`src/hw/rtl/hsmd_pkg.sv`:
```
// Shared types, constants and saturation helpers for the spring-mass-damper renderer.
package hsmd_pkg;

    // Register file layout
    localparam int unsigned CFG_IDX_W = 2;
    localparam int unsigned REG_W     = 31;
    localparam int unsigned Q_W       = 32;
    localparam int unsigned WIDE_W    = 49;

    typedef enum logic [CFG_IDX_W-1:0] {
        CFG_STIFFNESS = 2'd0,
        CFG_MASS      = 2'd1,
        CFG_TIMESTEP  = 2'd2
    } t_cfg_idx;

    localparam logic [REG_W-1:0] STIFFNESS_RST = 31'd1165230;
    localparam logic [REG_W-1:0] MASS_RST      = 31'd29511;
    localparam logic [REG_W-1:0] TIMESTEP_RST  = 31'd66;

    // Divider: 48-bit numerator (torque << 16), two quotient bits per cycle
    localparam int unsigned DIV_NUM_W   = 48;
    localparam int unsigned DIV_FRAC_W  = 16;
    localparam int unsigned DIV_RADIX_W = 2;
    localparam int unsigned DIV_STEPS   = DIV_NUM_W / DIV_RADIX_W;
    localparam int unsigned DIV_CNT_W   = $clog2(DIV_STEPS);

    localparam logic signed [WIDE_W-1:0] SAT_HI = 49'sd2147483647;
    localparam logic signed [WIDE_W-1:0] SAT_LO = -49'sd2147483648;

    // Sequencer states
    typedef enum logic [3:0] {
        ST_IDLE,
        ST_KT,
        ST_SPR,
        ST_DMP,
        ST_TRQ,
        ST_DST,
        ST_DIV,
        ST_DV,
        ST_DVC,
        ST_HF,
        ST_UPD,
        ST_OUT
    } t_state;

    // Clamp a wide signed value to the signed 32-bit range
    function automatic logic signed [Q_W-1:0] f_sat32(input logic signed [WIDE_W-1:0] x);
        logic signed [Q_W-1:0] res;
        if (x > SAT_HI) begin
            res = 32'sh7FFF_FFFF;
        end else if (x < SAT_LO) begin
            res = 32'sh8000_0000;
        end else begin
            res = x[Q_W-1:0];
        end
        return res;
    endfunction

    function automatic logic signed [Q_W-1:0] f_sat_add(input logic signed [Q_W-1:0] a,
                                                        input logic signed [Q_W-1:0] b);
        logic signed [WIDE_W-1:0] wa;
        logic signed [WIDE_W-1:0] wb;
        wa = {{(WIDE_W-Q_W){a[Q_W-1]}}, a};
        wb = {{(WIDE_W-Q_W){b[Q_W-1]}}, b};
        return f_sat32(wa + wb);
    endfunction

    function automatic logic signed [Q_W-1:0] f_sat_sub(input logic signed [Q_W-1:0] a,
                                                        input logic signed [Q_W-1:0] b);
        logic signed [WIDE_W-1:0] wa;
        logic signed [WIDE_W-1:0] wb;
        wa = {{(WIDE_W-Q_W){a[Q_W-1]}}, a};
        wb = {{(WIDE_W-Q_W){b[Q_W-1]}}, b};
        return f_sat32(wa - wb);
    endfunction

endpackage

```
`src/hw/rtl/hsmd_div.sv`:
```
// Radix-4 restoring divider: saturated (torque << 16) / mass, truncated toward zero.
module hsmd_div (
    input  logic                              i_clk,
    input  logic                              i_rst_n,
    input  logic                              i_start,
    input  logic signed [hsmd_pkg::Q_W-1:0]   i_num,
    input  logic        [hsmd_pkg::REG_W-1:0] i_den,
    output logic                              o_done,
    output logic signed [hsmd_pkg::Q_W-1:0]   o_quo
);

    localparam int unsigned NW = hsmd_pkg::DIV_NUM_W;
    localparam int unsigned RW = hsmd_pkg::REG_W;

    logic                           r_busy;
    logic                           r_done;
    logic [hsmd_pkg::DIV_CNT_W-1:0] r_cnt;
    logic [NW-1:0]                  r_nq;
    logic [RW-1:0]                  r_rem;
    logic [RW-1:0]                  r_den;
    logic                           r_neg;

    logic [NW-1:0]                  n_nq;
    logic [RW-1:0]                  n_rem;
    logic [RW:0]                    trial;
    logic [hsmd_pkg::Q_W-1:0]       mag;
    logic signed [hsmd_pkg::WIDE_W-1:0] wide_q;

    // Two restoring steps: numerator bits leave at the top, quotient bits enter at the bottom
    always_comb begin
        n_nq  = r_nq;
        n_rem = r_rem;
        for (int k = 0; k < hsmd_pkg::DIV_RADIX_W; k++) begin
            trial = {n_rem, n_nq[NW-1]};
            n_nq  = {n_nq[NW-2:0], 1'b0};
            if (trial >= {1'b0, r_den}) begin
                trial   = trial - {1'b0, r_den};
                n_nq[0] = 1'b1;
            end
            n_rem = trial[RW-1:0];
        end
    end

    // Magnitude of the dividend; the most negative value maps to 2^31
    assign mag = i_num[hsmd_pkg::Q_W-1] ? (~i_num + 1'b1) : i_num;

    // Control: start, count steps, flag completion for one cycle
    always_ff @(posedge i_clk) begin
        if (!i_rst_n) begin
            r_busy <= 1'b0;
            r_done <= 1'b0;
            r_cnt  <= '0;
        end else begin
            r_done <= 1'b0;
            if (i_start) begin
                r_busy <= 1'b1;
                r_cnt  <= '0;
            end else if (r_busy) begin
                r_cnt <= r_cnt + 1'b1;
                if (r_cnt == hsmd_pkg::DIV_CNT_W'(hsmd_pkg::DIV_STEPS - 1)) begin
                    r_busy <= 1'b0;
                    r_done <= 1'b1;
                end
            end
        end
    end

    // Datapath
    always_ff @(posedge i_clk) begin
        if (i_start) begin
            r_nq  <= {mag, {hsmd_pkg::DIV_FRAC_W{1'b0}}};
            r_rem <= '0;
            r_den <= i_den;
            r_neg <= i_num[hsmd_pkg::Q_W-1];
        end else if (r_busy) begin
            r_nq  <= n_nq;
            r_rem <= n_rem;
        end
    end

    // Apply sign and clamp
    always_comb begin
        wide_q = r_neg ? -$signed({1'b0, r_nq}) : $signed({1'b0, r_nq});
        o_quo  = hsmd_pkg::f_sat32(wide_q);
    end

    assign o_done = r_done;

endmodule

```
`config.mk`:
```
export PLATFORM = sky130hd
export DESIGN_NAME = hsmd_div
export DESIGN_NICKNAME = d
export VERILOG_FILES = /design/src/hw/rtl/hsmd_pkg.sv /design/src/hw/rtl/hsmd_div.sv
export SDC_FILE = /design/constraint.sdc
export NUM_CORES = 1
export LEC_CHECK = 0
export ABC_AREA = 1
export BUFFER_PORTS_ARGS = -buffer_cell sky130_fd_sc_hd__buf_2
export CORE_MARGIN = 8
export CORE_UTILIZATION = 52
export DETAILED_ROUTE_END_ITERATION = 10
export PLACE_DENSITY = 0.68
export SLEW_MARGIN = 20
export SYNTH_ARGS = -nofsm -noshare
export SYNTH_HDL_FRONTEND = slang
export SYNTH_SLANG_ARGS = --single-unit
```
`constraint.sdc`:
```
create_clock -name i_clk -period 8 [get_ports i_clk]
set_input_delay 1.6 -clock i_clk [delete_from_list [all_inputs] [get_ports i_clk]]
set_output_delay 1.6 -clock i_clk [all_outputs]
set_load 0.05 [all_outputs]
```
==> qor.yml <==
clock_network:
  cts_setup_buffers: 0
  clock-sinks: 118
  clk_pin_slew_ps: 70
  cts_hold_buf: 0
  cts_tree: "built"
  ctsRootBufferMaster: "clkbuf_16"
  cts_buffers: 17
  clk_latency_ps: 430
  clockBufferDepth: 2
  htree_num_levels: 4
  ctsResizeCount: 0
sta:
  skew_ps: 12.0
  tightest_slew_ps: 800
  period_share_pct: 71.8
  setup_tns_ps: 0
  fmax_ghz: 0.174
  maxSlewViolCount: 0
  setup_viol: 0
  hold_viol_final: 0
  rsz0062_at_grt: "false"
  slew_headroom_pct: 46.6
  period_minus_slack_ps: 5740
yosys:
  synth_area_um2: 11300
  synth_cells: 1733
  synth-seq-cells: 118
  yosys_warnings: 0
  synth.avg_cell_area_um2: 6.50
  synth_nets: 1866
  synth_edf_count: 64
  async_flop_share_pct: 0
  synth_mux_area_share_pct: 0
  synth-xor-area-share_pct: 5.83
  synth_top_family_by_area: "simple AND/OR/NAND/NOR gates"
  ys_types: 51
  synth_top_flop_cell: "edfxtp_1"
  synth-simple-area-share_pct: 36.5
  synth_fa_ha_area_share_pct: 7.58
  synth-seq-area-share_pct: 26.7
  synth_compound_area_share_pct: 14.7
hold_path:
  min_path_type: "reg -> reg"
final_layout:
  final_cell_mix: "nand2_1, nor2_1, inv_1"
  final_common_cell: "nand2_1"
  n_fill_cell: 2204
  syn_to_final_growth_pct: 10.8
  antenna_cells: 0
  multiInputGateArea_um2: 7290
  final_cell_area_um2: 12500
  nets: 1942
  drive_gt1_share_pct: 10.9
  seqCellArea_um2: 3000
  finalNonFillerCells: 2102
power_and_ir_drop:
  power_w: 0.00206
  p_switching_w: 0.000750
  irDropWorstVdd_mv: 0.0981
  p_leak_nw: 5.93
  p_int_w: 0.00131
  power.share.switching_pct: 36.4
  pwr-share-clk_pct: 39.3
  power_frac_comb_pct: 26.1
  seqPwrFrac_pct: 34.5
  powerDensity_nw_per_um2: 165
floorplan:
  num_io_pins: 99
  fp.coreArea_um2: 21600
  fp.dieW_um: 163
  die_height_um: 163
  core.rowCount: 54
  dieArea_um2: 26600
  start_util_pct: 52.3
placed_design:
  dpl.cell_count: 2070
  post-dp-hpwl_mm: 27.8
  port_buffers: 98
  place_area_um2: 11900
  place_congestion: 0.972
drt:
  dr.pass1.iters: 7
  ant_nets: 0
  num_vias: 11800
  wl_per_cell_um: 16.9
  drt_wl_total_mm: 35.4
  drtIter0Drc: 926
  drc: 0
  routed_via_density: 5.61
outcome:
  status: "complete, no violations"
critical_path:
  slowest_stage: "nand3_2"
  start_kind: "register"
  path_common_cell: "nand2_1"
  endpoint_kind: "register"
  slowest_delay_ps: 620
  critical_path_required_ps: 8310
  crit_type: "reg -> reg"
  critPathMaxFanout: 34
  arrival_ps: 6050
grt:
  grt.total_usage_pct: 26.3
  grt_pass1_wl_mm: 55.9
  grt_max_degree: 71
  gr-total-overflow: 0
  antenna_found_initial: 0
  grt_pass1_vias: 11200
flow_run:
  maxCapViolations: 0
-- logic make-up after synthesis --
logic type               Yosys count
AO/OA/AOI/OAI                    293
XOR/XNOR                          75
buffers and inverters            231
AND/OR/NAND/NOR                  949
adder cells (fa/ha/maj)           67
flip-flops                       118
-- area by class of cell --
| type | count | area share [%] |
|---|---|---|
| Multi-Input combinational cell | 1384 | 58.4 |
| Clock inverter | 15 | 1.44 |
| Sequential cell | 118 | 24.1 |
| Clock buffer | 17 | 3.41 |
| Timing Repair Buffer | 105 | 4.35 |
| Inverter | 183 | 5.50 |
| Tap cell | 280 | 2.81 |
-- Yosys cell counts, drive strengths merged, types with 3 or more instances --
cell type / count / area [µm²]
a31oi: 7 / 43.8
nor4: 10 / 68.8
nor2: 210 / 885
nor3: 34 / 185
o21ai: 110 / 577
a21oi: 106 / 534
xnor2: 26 / 228
xor2: 49 / 429
buf: 24 / 204
clkbuf: 24 / 90.1
nand2: 493 / 1880
o21bai: 9 / 78.8
a21boi: 4 / 30.0
dfxtp: 54 / 1080
o31ai: 3 / 22.5
ha: 65 / 813
nand4: 15 / 93.8
nand3b: 9 / 71.3
edfxtp: 64 / 1920
nand3: 171 / 883
inv: 181 / 679
o22ai: 31 / 194
a21o: 14 / 105
or2: 4 / 25.0
o21a: 7 / 52.6
-- state kept, by name, summed over array words and instances, names as in the netlist --
| name | flops |
|---|---|
| r_rem | 31 |
| r_den | 31 |
| r_busy | 1 |
| r_cnt | 5 |
| o_done | 1 |
| r_nq | 48 |
| r_neg | 1 |
-- metrics by stage --
stage	util (%)	hold WS [ps]	setup WS, ps
floorplan	-	443	4020
global placement	55.1	463	2530
CTS	57.9	491	2350
detailed placement	55.1	474	2370
finish	57.9	492	2260
global route	57.9	513	1610
-- critical path: cells and delay by family (launching register included) --
kind	cells	cell delay (ps)
fa+ha+maj	3	860
simple gates	17	2720
flops	1	390
buf+inv	4	860
compound gates	4	760
-- worst paths after layout --
kind	from	to	slack, ps	cells past startpoint
worst max-delay path	r_nq[47]	r_rem[20]	2260	28
worst min-delay path	r_cnt[4]	o_done	490	2
worst max register to register	r_nq[47]	r_rem[20]	2260	28
worst min register to register	r_cnt[4]	o_done	490	2
-- power by group through the flow --
stage	registers, W	logic, W	clock network, W
after floorplan	0.000712	0.000397	0
after global placement	0.000722	0.000530	0
after detailed placement	0.000723	0.000532	0
after CTS	0.000710	0.000535	0.000814
after global routing	0.000713	0.000592	0.000840
final	0.000711	0.000538	0.000810
-- routing by layer --
layer	up-vias	routed length (µm)	track usage [%]
met4	0	1640	13.8
met1	5347	14900	31.2
met3	97	1650	2.95
li1	5919	-	-
met5	-	0	0
met2	426	17200	45.9
Note: power is estimated with default switching activity, not from simulation.
